--- config.mk ---
export PLATFORM = sky130hd
export DESIGN_NAME = rbi_front
export DESIGN_NICKNAME = d
export VERILOG_FILES = /design/src/rtl/rbi_pkg.sv /design/src/rtl/rbi_front.sv
export SDC_FILE = /design/constraint.sdc
export NUM_CORES = 1
export LEC_CHECK = 0
export BUFFER_PORTS_ARGS = -buffer_cell sky130_fd_sc_hd__buf_2
export CORE_AREA = 2 2 289 291
export DETAILED_ROUTE_END_ITERATION = 12
export DIE_AREA = 0 0 291 293
export HOLD_SLACK_MARGIN = 0.1
export PLACE_DENSITY = 0.4
export SLEW_MARGIN = 20
export SYNTH_ARGS = -nofsm -noshare
export SYNTH_HDL_FRONTEND = slang
export SYNTH_SLANG_ARGS = --single-unit
--- constraint.sdc ---
create_clock -name clock -period 16.8 [get_ports clock]
set_input_delay 0.84 -clock clock [delete_from_list [all_inputs] [get_ports clock]]
set_output_delay 0.84 -clock clock [all_outputs]
set_load 0.02 [all_outputs]
--- src/rtl/rbi_pkg.sv ---
// Shared types, status codes and saturation helpers for the 2-D rigid body integrator.
// No dependencies; every other file in rtl/ refers to this package by scoped name.
`timescale 1ns / 1ps

package rbi_pkg;

   // Number of axes handled side by side: x, y and rotation
   localparam int unsigned LANES      = 3;
   // Quotient bits produced by the divider pipeline, one per stage
   localparam int unsigned DIV_STAGES = 32;

   localparam logic [1:0] STAT_OK   = 2'd0;
   localparam logic [1:0] STAT_ZERO = 2'd1;
   localparam logic [1:0] STAT_SAT  = 2'd2;

   localparam logic signed [63:0] S32_MAX = 64'sh0000_0000_7FFF_FFFF;
   localparam logic signed [63:0] S32_MIN = -64'sh0000_0000_8000_0000;

   typedef struct packed {
      logic               op;
      logic signed [31:0] pos_x;
      logic signed [31:0] pos_y;
      logic signed [31:0] vel_x;
      logic signed [31:0] vel_y;
      logic signed [31:0] angle;
      logic signed [31:0] ang_rate;
      logic signed [31:0] force_x;
      logic signed [31:0] force_y;
      logic signed [31:0] net_torque;
      logic [30:0]        body_mass;
      logic [30:0]        body_inertia;
   } req_type;

   typedef struct packed {
      logic signed [31:0] next_pos_x;
      logic signed [31:0] next_pos_y;
      logic signed [31:0] next_vel_x;
      logic signed [31:0] next_vel_y;
      logic signed [31:0] next_angle;
      logic signed [31:0] next_ang_rate;
      logic [1:0]         status;
   } rsp_type;

   // Classified body as it waits between front and back; lane 0 x, 1 y, 2 rotation
   typedef struct packed {
      logic                   op;
      logic                   zero;
      logic [2:0][31:0]       pos;
      logic [2:0][31:0]       vel;
      logic [2:0][31:0]       load_mag;
      logic [2:0]             load_neg;
      logic [2:0][30:0]       divisor;
      logic [2:0]             div_zero;
   } job_type;

   // State that rides alongside the dividers
   typedef struct packed {
      logic             op;
      logic             zero;
      logic [2:0][31:0] pos;
      logic [2:0][31:0] vel;
   } carry_type;

   // Clamp a wide signed value to signed 32 bits
   function automatic logic signed [31:0] sat32(input logic signed [63:0] v);
      logic signed [31:0] r;
      if (v > S32_MAX) begin
         r = 32'sh7FFF_FFFF;
      end else if (v < S32_MIN) begin
         r = 32'sh8000_0000;
      end else begin
         r = v[31:0];
      end
      return r;
   endfunction

   // True when sat32 would clamp
   function automatic logic ovf32(input logic signed [63:0] v);
      return (v > S32_MAX) || (v < S32_MIN);
   endfunction

endpackage

--- src/rtl/rbi_front.sv ---
// Front end: input register that takes bodies and splits loads into sign and magnitude.
// Depends on rbi_pkg; feeds rbi_queue.
`timescale 1ns / 1ps

module rbi_front (
   input  logic             clock,
   input  logic             reset,
   input  logic             req_push,
   input  rbi_pkg::req_type req_data,
   output logic             req_full,
   input  logic             q_full,
   output logic             q_push,
   output rbi_pkg::job_type q_data
);

   logic             fv_ff;
   logic             fv_in;
   rbi_pkg::job_type job_ff;
   rbi_pkg::job_type job_in;
   logic             accept;
   logic [2:0][31:0] loads;

   // Classify the incoming body
   always_comb begin
      loads           = {req_data.net_torque, req_data.force_y, req_data.force_x};
      job_in.op       = req_data.op;
      job_in.pos      = {req_data.angle, req_data.pos_y, req_data.pos_x};
      job_in.vel      = {req_data.ang_rate, req_data.vel_y, req_data.vel_x};
      job_in.divisor  = {req_data.body_inertia, req_data.body_mass, req_data.body_mass};
      for (int l = 0; l < 3; l++) begin
         job_in.load_neg[l] = loads[l][31];
         job_in.load_mag[l] = loads[l][31] ? (32'd0 - loads[l]) : loads[l];
         job_in.div_zero[l] = (job_in.divisor[l] == 31'd0);
      end
      job_in.zero = |job_in.div_zero;
   end

   // Hold the item until the queue has room
   assign req_full = fv_ff && q_full;
   assign accept   = req_push && !req_full;
   assign q_push   = fv_ff && !q_full;
   assign q_data   = job_ff;
   assign fv_in    = accept || (fv_ff && q_full);

   always_ff @(posedge clock) begin
      if (reset) begin
         fv_ff <= 1'b0;
      end else begin
         fv_ff <= fv_in;
      end
      if (accept) begin
         job_ff <= job_in;
      end
   end

endmodule

==> reports/qor.yml <==
floorplanning:
  die_w_um: 291
  rows: 105
  core-area_um2: 81800
  io_pins: 746
  dieArea_um2: 85300
  die_y_um: 293
  start_util_pct: 16.4
detailed_routing:
  wirelength_mm: 52.4
  avgViaCountPerCell: 3.74
  drc: 0
  num_vias: 9717
  wl_per_cell_um: 20.2
  first_pass_iters: 4
  postRouteAntennaNets: 0
  drtIter0Drc: 442
cts:
  cts_setup_buffers: 0
  clockBufferDepth: 3
  clk_latency_ps: 580
  cts_resized: 0
  cts.sinks: 358
  clkTransAtPathRegs_ps: 60
  cts_made_buffers: 46
  htree_levels: 2
  clockRootBuffer: "clkbuf_16"
  cts_tree: "built"
  cts_hold_buf: 0
global_route:
  grt-ovfl-total: 0
  grt_use_total_pct: 11.7
  antenna_found_initial: 21
  grt_pass1_wl_mm: 72.6
  grt_max_degree: 149
  grt_pass1_vias: 9997
layout:
  drive_gt1_share_pct: 55.3
  fin_nets: 1843
  final_cell_mix: "buf_2 (745), edfxtp_1 (357), xnor2_1 (75)"
  final_common_cell: "buf_2"
  area_delta_synth_final_pct: 47.1
  final_cell_area_um2: 19800
yosys:
  synth_cell_types: 42
  syn-num-nets: 1095
  ys_ff_latch: 358
  synth_cells: 734
  synth_seq_area_share_pct: 79.8
  postSynthAreaPerCell_um2: 18.3
  syn-cell-area_um2: 13500
  ys_warn_count: 0
sta:
  finClkSkew_ps: 25.7
  period_needed_ps: 4090
  rsz0062_at_grt: "no"
  hold_violations: 0
  worst_pin_slew_ps: 1010
  period_share_pct: 24.4
  drv_slew: 0
  finalSetupViolations: 0
  setup_tns_ps: 0
  slew_headroom_pct: 32.7
  fmax_mhz: 244
place:
  io_buffers: 745
  dp_hpwl_mm: 42.4
  place_congestion: 0.865
  dpl_cell_area_um2: 18300
power:
  intPower_uw: 1730
  p_leak_uw: 0.00779
  pwr-share-comb_pct: 11.6
  power_density_nw_per_um2: 117
  switching_power_uw: 594
  peakVddDrop_mv: 0.0641
  power.share.sequential_pct: 46.3
  sw_frac_of_total_pct: 25.5
  p_clk_share_pct: 42.2
worst_setup_path:
  critical-path-top-delay-family: "buffers and inverters"
  arrival_ps: 4280
  r2r_setup_slack_ps: 12790
  crit_path_frequent_cell: "buf_4"
  end_kind: "register"
  path_class: "in2reg"
  max_stage_delay_ps: 830
  crit_buf_inv: 4
  crit_fanout: 72
  path_cells: "buf_2 -> and2_1 -> nor2b_4 -> buf_4 -> buf_4 -> buf_4"
  crit_path_start_kind: "input port"
  cp.required_ps: 16980
  slowest_stage: "buf_4"
status:
  outcome: "complete, no violations"
run:
  drv_cap: 0
worst_hold_path:
  min_path_type: "in2reg"
==> final timing paths <==
check,depth (start not counted),from,end
worst max-delay path,6,q_full,q_data[193]$_DFFE_PP_
worst min-delay path,2,reset,fv_ff$_SDFF_PP0_
worst max register to register,5,fv_ff$_SDFF_PP0_,q_data[193]$_DFFE_PP_
worst min register to register,3,fv_ff$_SDFF_PP0_,fv_ff$_SDFF_PP0_
==> worst reg2reg max path, stage by stage, from the launching register on <==
cell     delay [ps]
dfxtp_1         310
and2_1          190
nor2b_4         680
buf_4           610
buf_4           840
buf_4           920
==> through the flow <==
| step | hold slack (ps) | setup WS (ps) | util (%) | cells | power, uW |
|---|---|---|---|---|---|
| after CTS | 360 | 12700 | 24.1 | 2588 | 2370 |
| after floorplan | 692 | 5920 | - | 734 | 1240 |
| final | 421 | 12710 | 24.2 | 2599 | 2320 |
| after detailed placement | 681 | 12090 | 22.3 | 2504 | 1370 |
| after global routing | 374 | 12460 | 24.2 | 2595 | 2420 |
| after global placement | 689 | 12190 | 22.3 | 2504 | 1370 |
==> per-layer routing <==
metal | part of all wire, % | track usage, % | wire length [um] | vias to the layer above
met5 | 0.13 | 0 | 69 | -
met4 | 2.9 | 4.30 | 1540 | 12
met2 | 52 | 21.0 | 27300 | 481
met1 | 36 | 12.3 | 18600 | 4741
li1 | - | - | - | 4386
met3 | 9.2 | 4.62 | 4830 | 97
==> power by group through the flow <==
| stage | sequential, uW | combinational [uW] | clock [uW] |
|---|---|---|---|
| final | 1070 | 269 | 980 |
| after floorplan | 1180 | 64.0 | 0 |
| after CTS | 1080 | 273 | 1020 |
| after detailed placement | 1090 | 273 | 0 |
| after global placement | 1090 | 272 | 0 |
| after global routing | 1080 | 287 | 1060 |
==> cell usage after synthesis (all sizes together) <==
cell type  number  area [um2]
o31ai          23         173
or2             6        37.5
nand3           4        20.0
or3             7        43.8
o41ai          24         297
clkbuf         13        48.8
o311ai          1        8.76
nand4           9        56.3
nand2          20        75.1
o311a           1        10.0
a211oi          1        7.51
nor4b           4        50.1
nand4b          4        35.0
o21ai          22         110
or4b            1        10.0
a41oi           3        26.3
nor2           19        71.3
a31oi           4        25.0
xor2           10        87.6
and2            1        6.26
nor3           10        50.1
nor4           24         163
ha              6        75.1
xnor2          75         657
dfxtp           1        20.0
buf            36         267
inv            11        41.3
nor2b           3        18.8
nand2b          9        56.3
and3            1        6.26
a21oi           5        25.0
nand3b          2        15.0
or4            17         139
edfxtp        357       10700
==> registers in the layout, summed over array words and instances, names as in the netlist <==
signal,flops
fv_ff,1
q_data,357
==> cell type report <==
cell class,instances,area (um2)
diodes,11,27.5
clock buffers,56,1190
clock inverters,28,322
fillers,8673,62100
inverters,11,41.3
multi-input cells,316,2360
flip-flops and latches,358,10700
well taps,1070,1340
repair buffers,749,3770
==> logic make-up (layout without fill, tap and decap cells) <==
family / count (synthesis) / count (layout) / share of synthesized area, %
buffers and inverters: 60 / 844 / 2.65
XOR/XNOR: 85 / 85 / 5.53
adder cells (fa/ha/maj): 6 / 6 / 0.558
AO/OA/AOI/OAI: 84 / 84 / 5.07
other: 0 / 11 / 0
flip-flops: 358 / 358 / 79.8
AND/OR/NAND/NOR: 141 / 141 / 6.34
No activity file was read; power rests on OpenSTA's default activity.
