--- src/rtl/rbi_pkg.sv ---
// Shared types, status codes and saturation helpers for the 2-D rigid body integrator.
// No dependencies; every other file in rtl/ refers to this package by scoped name.
`timescale 1ns / 1ps

package rbi_pkg;

   // Number of axes handled side by side: x, y and rotation
   localparam int unsigned LANES      = 3;
   // Quotient bits produced by the divider pipeline, one per stage
   localparam int unsigned DIV_STAGES = 32;

   localparam logic [1:0] STAT_OK   = 2'd0;
   localparam logic [1:0] STAT_ZERO = 2'd1;
   localparam logic [1:0] STAT_SAT  = 2'd2;

   localparam logic signed [63:0] S32_MAX = 64'sh0000_0000_7FFF_FFFF;
   localparam logic signed [63:0] S32_MIN = -64'sh0000_0000_8000_0000;

   typedef struct packed {
      logic               op;
      logic signed [31:0] pos_x;
      logic signed [31:0] pos_y;
      logic signed [31:0] vel_x;
      logic signed [31:0] vel_y;
      logic signed [31:0] angle;
      logic signed [31:0] ang_rate;
      logic signed [31:0] force_x;
      logic signed [31:0] force_y;
      logic signed [31:0] net_torque;
      logic [30:0]        body_mass;
      logic [30:0]        body_inertia;
   } req_type;

   typedef struct packed {
      logic signed [31:0] next_pos_x;
      logic signed [31:0] next_pos_y;
      logic signed [31:0] next_vel_x;
      logic signed [31:0] next_vel_y;
      logic signed [31:0] next_angle;
      logic signed [31:0] next_ang_rate;
      logic [1:0]         status;
   } rsp_type;

   // Classified body as it waits between front and back; lane 0 x, 1 y, 2 rotation
   typedef struct packed {
      logic                   op;
      logic                   zero;
      logic [2:0][31:0]       pos;
      logic [2:0][31:0]       vel;
      logic [2:0][31:0]       load_mag;
      logic [2:0]             load_neg;
      logic [2:0][30:0]       divisor;
      logic [2:0]             div_zero;
   } job_type;

   // State that rides alongside the dividers
   typedef struct packed {
      logic             op;
      logic             zero;
      logic [2:0][31:0] pos;
      logic [2:0][31:0] vel;
   } carry_type;

   // Clamp a wide signed value to signed 32 bits
   function automatic logic signed [31:0] sat32(input logic signed [63:0] v);
      logic signed [31:0] r;
      if (v > S32_MAX) begin
         r = 32'sh7FFF_FFFF;
      end else if (v < S32_MIN) begin
         r = 32'sh8000_0000;
      end else begin
         r = v[31:0];
      end
      return r;
   endfunction

   // True when sat32 would clamp
   function automatic logic ovf32(input logic signed [63:0] v);
      return (v > S32_MAX) || (v < S32_MIN);
   endfunction

endpackage

--- src/rtl/rbi_queue.sv ---
// Short first-in first-out queue of classified bodies between front and back.
// Depends on rbi_pkg for the entry type.
`timescale 1ns / 1ps

module rbi_queue #(
   parameter int unsigned DEPTH = 4
) (
   input  logic             clock,
   input  logic             reset,
   input  logic             push,
   input  rbi_pkg::job_type data_in,
   output logic             full,
   input  logic             pop,
   output rbi_pkg::job_type data_out,
   output logic             empty
);

   localparam int unsigned PTR_W = (DEPTH > 1) ? $clog2(DEPTH) : 1;
   localparam int unsigned CNT_W = $clog2(DEPTH + 1);

   rbi_pkg::job_type mem_ff [DEPTH];
   logic [PTR_W-1:0] wr_ptr_ff;
   logic [PTR_W-1:0] rd_ptr_ff;
   logic [CNT_W-1:0] count_ff;
   logic             do_push;
   logic             do_pop;

   assign full     = (count_ff == CNT_W'(DEPTH));
   assign empty    = (count_ff == '0);
   assign do_push  = push && !full;
   assign do_pop   = pop && !empty;
   assign data_out = mem_ff[rd_ptr_ff];

   // Advance pointers and occupancy
   always_ff @(posedge clock) begin
      if (reset) begin
         wr_ptr_ff <= '0;
         rd_ptr_ff <= '0;
         count_ff  <= '0;
      end else begin
         if (do_push) begin
            wr_ptr_ff <= (wr_ptr_ff == PTR_W'(DEPTH - 1)) ? '0 : wr_ptr_ff + 1'b1;
         end
         if (do_pop) begin
            rd_ptr_ff <= (rd_ptr_ff == PTR_W'(DEPTH - 1)) ? '0 : rd_ptr_ff + 1'b1;
         end
         if (do_push && !do_pop) begin
            count_ff <= count_ff + 1'b1;
         end else if (do_pop && !do_push) begin
            count_ff <= count_ff - 1'b1;
         end
      end
   end

   // Store entries
   always_ff @(posedge clock) begin
      if (do_push) begin
         mem_ff[wr_ptr_ff] <= data_in;
      end
   end

endmodule

--- config.mk ---
export PLATFORM = sky130hd
export DESIGN_NAME = rbi_queue
export DESIGN_NICKNAME = d
export VERILOG_FILES = /design/src/rtl/rbi_pkg.sv /design/src/rtl/rbi_queue.sv
export SDC_FILE = /design/constraint.sdc
export NUM_CORES = 1
export LEC_CHECK = 0
export ABC_AREA = 1
export BUFFER_PORTS_ARGS = -buffer_cell sky130_fd_sc_hd__buf_2
export CAP_MARGIN = 15
export CORE_MARGIN = 1.5
export CORE_UTILIZATION = 58
export DETAILED_ROUTE_END_ITERATION = 6
export PLACE_DENSITY = 0.8
export SLEW_MARGIN = 30
export SYNTH_ARGS = -nofsm -noshare
export SYNTH_HDL_FRONTEND = slang
export SYNTH_SLANG_ARGS = --single-unit
--- constraint.sdc ---
create_clock -name clock -period 46.8 [get_ports clock]
set_clock_uncertainty 0.1 [all_clocks]
set_input_delay 7.02 -clock clock [delete_from_list [all_inputs] [get_ports clock]]
set_output_delay 7.02 -clock clock [all_outputs]
set_load 0.01 [all_outputs]
==> summary.txt, run 1 <==
worst hold slack - 452 ps
crit path DAT - 5000 ps
Final #Nets - 4,950
DR pass1 iterations - 5
Final Hold Viols - 0
P_leak - 23.3 nW
portion of netlist area occupied by mux cells - 0%
CP startpoint kind - flip-flop
total grt overflow - 0
max frequency - 82.5 MHz
post-route antenna net violation count - 0
Die X - 319 um
Crit. End Element - output pin
synthesized flop and latch total - 1,565
Synth Instances - 3,833
DRC Markers - 0
Synth Area in Simple Gates - 5.30%
Slew Limit Headroom - 23.7%
Syn Nets - 4,233
# IOs - 784
xor/xnor share of the synthesized area - 0.0152%
Seq. cell area - 0.0469 mm2
IO buf count - 783
main combinational cell family by area after synthesis - compound AO/OA/AOI/OAI gates
register clock-pin slew on the reported worst setup and hold paths - 60 ps
Placer Congestion - 0.848
Initial Util - 58.6%
CTS max path bufs - 3
reg2reg end - mem_ff[0][181]
IR drop worst, VDD - 0.0000481 V
Worst R2R Setup Slack - 42,400 ps
die area - 0.101 mm2
cts hold-fix bufs - 0
sequential area share after synthesis - 81.2%
Ys Warns - 0
Hold Startpoint - count_ff[1]
global-route wire length before repair - 207,000 um
commonest non-fill, non-tap cells in the layout - edfxtp_1, nor2_1, buf_2
vias per cell - 6.00
worst hold endpoint - count_ff[1]
area grow syn2layout - 16.7%
vias in the first global route - 34,900
clk root buf - clkbuf_16
crit path max fanout - 146
unrepaired setup endpoints after global routing - false
GR Util All Layers - 26.8%
DP HPWL - 80,200 um
CTS buffer count - 153
clock latency on the worst-skew pair - 750 ps
most common cell after layout, fill and taps aside - edfxtp_1
Routed WL per cell - 23.5 um
fin. max-slew vios - 0
mean area per synthesized cell - 15.1 um2
Crit path required time - 39,680 ps
largest net degree at the start of global routing - 218
Post-CTS Setup Bufs - 0
PnR worst setup slack - 34,680 ps
Worst Hold Depth - 2
die height - 319 um
max_cap viols - 0
distinct cell type count after synthesis - 19
dpl ws - 35,170 ps
row cnt - 115
core area - 0.0986 mm2
Final Core Density - 68.4%
DR vias - 36,100
outcome - completed
multi-input logic area - 0.00954 mm2
Reg2Reg Depth - 7
mapped cell area - 0.0578 mm2
setup TNS - 0 ps
measured slew at the worst slew-check pin - 1140 ps
layout cell share with drive strength beyond 1 - 21.9%
TritonCTS clock tree - built
initial antenna violation count - 79
shortest period the worst path allows - 12,120 ps
CP Class - reg -> out
CTS Sinks - 1,565
Starting DRT DRC Count - 4,161
r2r startpoint - count_ff[0]
Compound-Gate Fraction of Synth Area - 11.0%
WL final - 141,000 um
# fillers - 6,171
H-tree levels - 4
fin crit share - 25.9%
adder-cell area share of the yosys netlist - 0.165%
Final setup viols - 0
PwrDens - 59.3 mW/mm2
cts repair resizes - 0
Hold Path Class - reg -> reg
-- area by class of cell --
cell class	count	share of cell area [%]
clock inverter	69	0.735
clock buffer	206	6.20
tap	1287	2.39
inverter	18	0.123
timing repair buffer	821	6.57
sequential	1565	69.6
multi-input combinational	1991	14.2
antenna	63	0.234
-- kinds of logic after synthesis --
logic type | after synthesis
adder cells (fa/ha/maj) | 7
flip-flops | 1565
buffers and inverters | 277
AND/OR/NAND/NOR | 813
XOR/XNOR | 1
AO/OA/AOI/OAI | 1170
-- critical path, stage by stage, from the launching register on --
cell,delay (ps)
dfxtp_4,520
inv_8,600
buf_6,660
buf_4,780
buf_4,700
o21ai_0,210
o22ai_1,280
buf_2,190
-- synth_stat cells --
cell      number  area [um2]
edfxtp_1    1556       46700
fa_1           1        20.0
buf_6         19         214
inv_1         17        63.8
ha_1           6        75.1
nand4_1        1        6.26
nand2_1       14        52.6
a21oi_1        2        10.0
nor2_1       795        2980
o22ai_1      389        2430
inv_2          1        3.75
clkbuf_1     151         567
buf_4         19         143
xor2_1         1        8.76
dfxtp_1        9         180
nand3b_1       2        15.0
buf_2         70         350
nand3_1        1        5.00
o21ai_0      779        3900
-- state kept, by name, indices dropped and copies added (netlist names), named ones only --
register,cells
wr_ptr_ff,2
rd_ptr_ff,2
count_ff,3
mem_ff,1556
-- where the power goes --
group | switching [W] | internal, W
Clock | 0.000499 | 0.000653
Sequential | 0.0000397 | 0.00171
Combinational | 0.000770 | 0.000327
-- per-stage QoR --
stage | total power [W] | cell area [um2] | std cells
floorplan | 0.00248 | 57800 | 3833
finish | 0.00400 | 67400 | 6020
CTS | 0.00399 | 67100 | 5953
global placement | 0.00282 | 62400 | 5678
global route | 0.00415 | 67400 | 6014
detailed placement | 0.00284 | 62500 | 5678
-- worst max path at each step --
stage	endpoint	slack (ps)	start
floorplan	mem_ff[0][0]	22300	push
global placement	data_out[118]	35320	flip-flop
detailed placement	data_out[170]	35170	flip-flop
CTS	data_out[170]	34360	flip-flop
global route	data_out[170]	34520	flip-flop
finish	data_out[170]	34680	flip-flop
-- per-layer routing --
layer	track usage [%]	share of wire, %	vias up
li1	-	-	16100
met1	32.4	35	17600
met2	42.9	50	1958
met3	6.82	8.6	440
met4	18.1	6.4	38
met5	0	0.17	-
Power figures use the tool's default switching activity.
==> inputs of run 2 (changes only) <==
CORE_UTILIZATION = 57   (was 58)
PLACE_DENSITY = 0.79   (was 0.8)
clock period = 11.6 ns   (was 46.8 ns; I/O delays follow)
==> run 2 against run 1 <==
Net effect: count of clock-buffer cells in the layout is 26 lower; clock power rose to 4.0 times the previous value; wire length decreased by 0.20%; core utilization fell by 1.2 points; sequential power increased to 4.0 times the previous value; worst hold slack lost 34 ps; non-clock buffer count fell by 2; critical path type unchanged; largest cell class unchanged; largest power group unchanged; highest routed layer unchanged.
==> summary.txt, run 2 (synthesis results as in run 1) <==
Starting DRT DRC Count - 3,887 (-6.6%)
CP startpoint kind - flip-flop
CTS Sinks - 1,565 (unchanged)
unrepaired setup endpoints after global routing - false
Final Core Density - 67.2% (-1.2 points)
total grt overflow - 0 (unchanged)
Routed WL per cell - 23.2 um (-1.2%)
Hold Path Class - reg -> reg
Slew Limit Headroom - 21.7% (-2.1 points)
vias per cell - 5.89 (-1.9%)
WL met2 - 69,300 um (-1.4%)
PnR worst setup slack - 4890 ps (-29,800 ps)
critical path's slowest cell - dfxtp_4
register share of total power - 44.0% (+0.3 points)
IR drop worst, VDD - 0.000186 V (+290%)
Top reg by flops - mem_ff
Clock power frac - 28.6% (-0.2 points)
cell internal pwr - 0.0108 W (+300%)
clock latency on the worst-skew pair - 740 ps (about the same)
switching portion of total power - 33.0% (+0.25 points)
max_cap viols - 0 (unchanged)
DRT met1 WL - 49,600 um (+0.22%)
TritonCTS clock tree - built
critical path's largest stage delay - 800 ps (+20 ps)
die height - 321 um (+0.86%)
GR Util All Layers - 26.5% (-0.36 points)
layout cell share with drive strength beyond 1 - 22.0% (+0.090 points)
core area - 0.100 mm2 (+1.8%)
Final setup viols - 0 (unchanged)
clk root buf - clkbuf_16
CTS max path bufs - 3 (unchanged)
Initial Util - 57.6% (-1.0 points)
largest net degree at the start of global routing - 234 (+7.3%)
Seq. cell area - 0.0469 mm2 (unchanged)
row cnt - 116 (+0.87%)
Die X - 321 um (+0.86%)
crit path max fanout - 88 (-40%)
area grow syn2layout - 16.7% (about the same)
Final Hold Viols - 0 (unchanged)
DRC Markers - 0 (unchanged)
Crit path required time - 9760 ps (-29,920 ps)
Post-CTS Setup Bufs - 0 (unchanged)
IO buf count - 783 (unchanged)
DR pass1 iterations - 7 (+2)
P_leak - 23.2 nW (-0.14%)
DR vias - 35,800 (-0.86%)
shortest period the worst path allows - 6710 ps
DP HPWL - 81,600 um (+1.8%)
cts repair resizes - 0 (unchanged)
max reg flops - 1,556 (unchanged)
Comb pwr share - 27.5% (about the same)
max frequency - 149 MHz
PwrDens - 239 mW/mm2 (+300%)
CTS buffer count - 150 (-2.0%)
critical path, cell by cell - buf_4 -> buf_4 -> buf_4 -> o21ai_0 -> o22ai_1 -> buf_2
total net switching power - 0.00531 W (+310%)
# fillers - 6,447 (+4.5%)
Placer Congestion - 0.831 (-2.0%)
outcome - completed
global-route wire length before repair - 206,000 um (-0.49%)
H-tree levels - 4 (unchanged)
measured slew at the worst slew-check pin - 1180 ps (+30.8 ps)
# IOs - 784 (unchanged)
register clock-pin slew on the reported worst setup and hold paths - 60 ps (about the same)
CP Class - reg -> out
cts hold-fix bufs - 0 (unchanged)
initial antenna violation count - 81 (+2.5%)
most common cell after layout, fill and taps aside - edfxtp_1
Top Layer Used - met5
multi-input logic area - 0.00954 mm2 (unchanged)
vias in the first global route - 34,700 (-0.62%)
die area - 0.103 mm2 (+1.7%)
dpl ws - 5600 ps (-29,570 ps)
fin. max-slew vios - 0 (unchanged)
commonest non-fill, non-tap cells in the layout - edfxtp_1, nor2_1, buf_2
Final #Nets - 4,945 (-0.10%)
crit path DAT - 4870 ps (-130 ps)
fin crit share - 57.9%
Crit. End Element - output pin
biggest regs - mem_ff: 1556 flops, count_ff: 3 flops
most used cell, CP - buf_4
WL final - 141,000 um (-0.20%)
post-route antenna net violation count - 0 (unchanged)
DR WL met3 - 12,300 um (+1.4%)
run 2: changes by cell type in the layout (fill, tap and decap cells not counted), moves of 3 or more:
cell       previous run  this run
inv_6                 2         7
clkinv_2             18        21
clkbuf_16           160       151
clkinv_1             36        41
clkbuf_1             46        29
buf_6                 8         4
run 2: metrics by stage:
step / setup TNS [ps] / instance area (um2) / power, W / hold slack, ps / cells
2_1_floorplan: -1654320 / 57800 / 0.00984 / 383 / 3833
3_3_place_gp: 0 / 62600 / 0.0114 / 402 / 5748
3_5_place_dp: 0 / 62600 / 0.0115 / 418 / 5748
4_1_cts: 0 / 67200 / 0.0161 / 425 / 6015
5_1_grt: 0 / 67400 / 0.0167 / 478 / 6074
6_report: 0 / 67400 / 0.0161 / 418 / 6082
run 2: critical path: cells and delay by family (launching register included):
| family | cells | cell delay [ps] |
|---|---|---|
| flip-flops | 1 | 800 |
| AO/OA/AOI/OAI | 2 | 640 |
| buffers and inverters | 4 | 2580 |
run 2: metal layers:
metal	track usage, %	vias to the layer above
met3	7.07	420
met2	42.2	1866
met1	31.6	17500
li1	-	16000
met4	18.4	32
met5	0	-
run 2: final timing paths:
check	start	endpoint	slack, ps	cells after the start
max	flip-flop	data_out[263]	4890	6
min	rd_ptr_ff[1]	flip-flop	420	2
max reg2reg	count_ff[1]	mem_ff[1][132]	7750	7
min reg2reg	rd_ptr_ff[1]	flip-flop	420	2
run 2: final cells by class:
class,instances,area share [%]
antenna,65,0.241
clock buffer,180,5.77
clock inverter,87,1.07
inverter,18,0.123
multi-input combinational,1991,14.2
sequential,1565,69.6
tap,1357,2.52
timing repair buffer,819,6.52
run 2: power by group through the flow:
stage,Clock [W],Combinational [W],Sequential [W]
after global routing,0.00487,0.00473,0.00711
after detailed placement,0,0.00433,0.00718
after CTS,0.00465,0.00438,0.00707
final,0.00459,0.00442,0.00707
after floorplan,0,0.00252,0.00732
after global placement,0,0.00423,0.00716
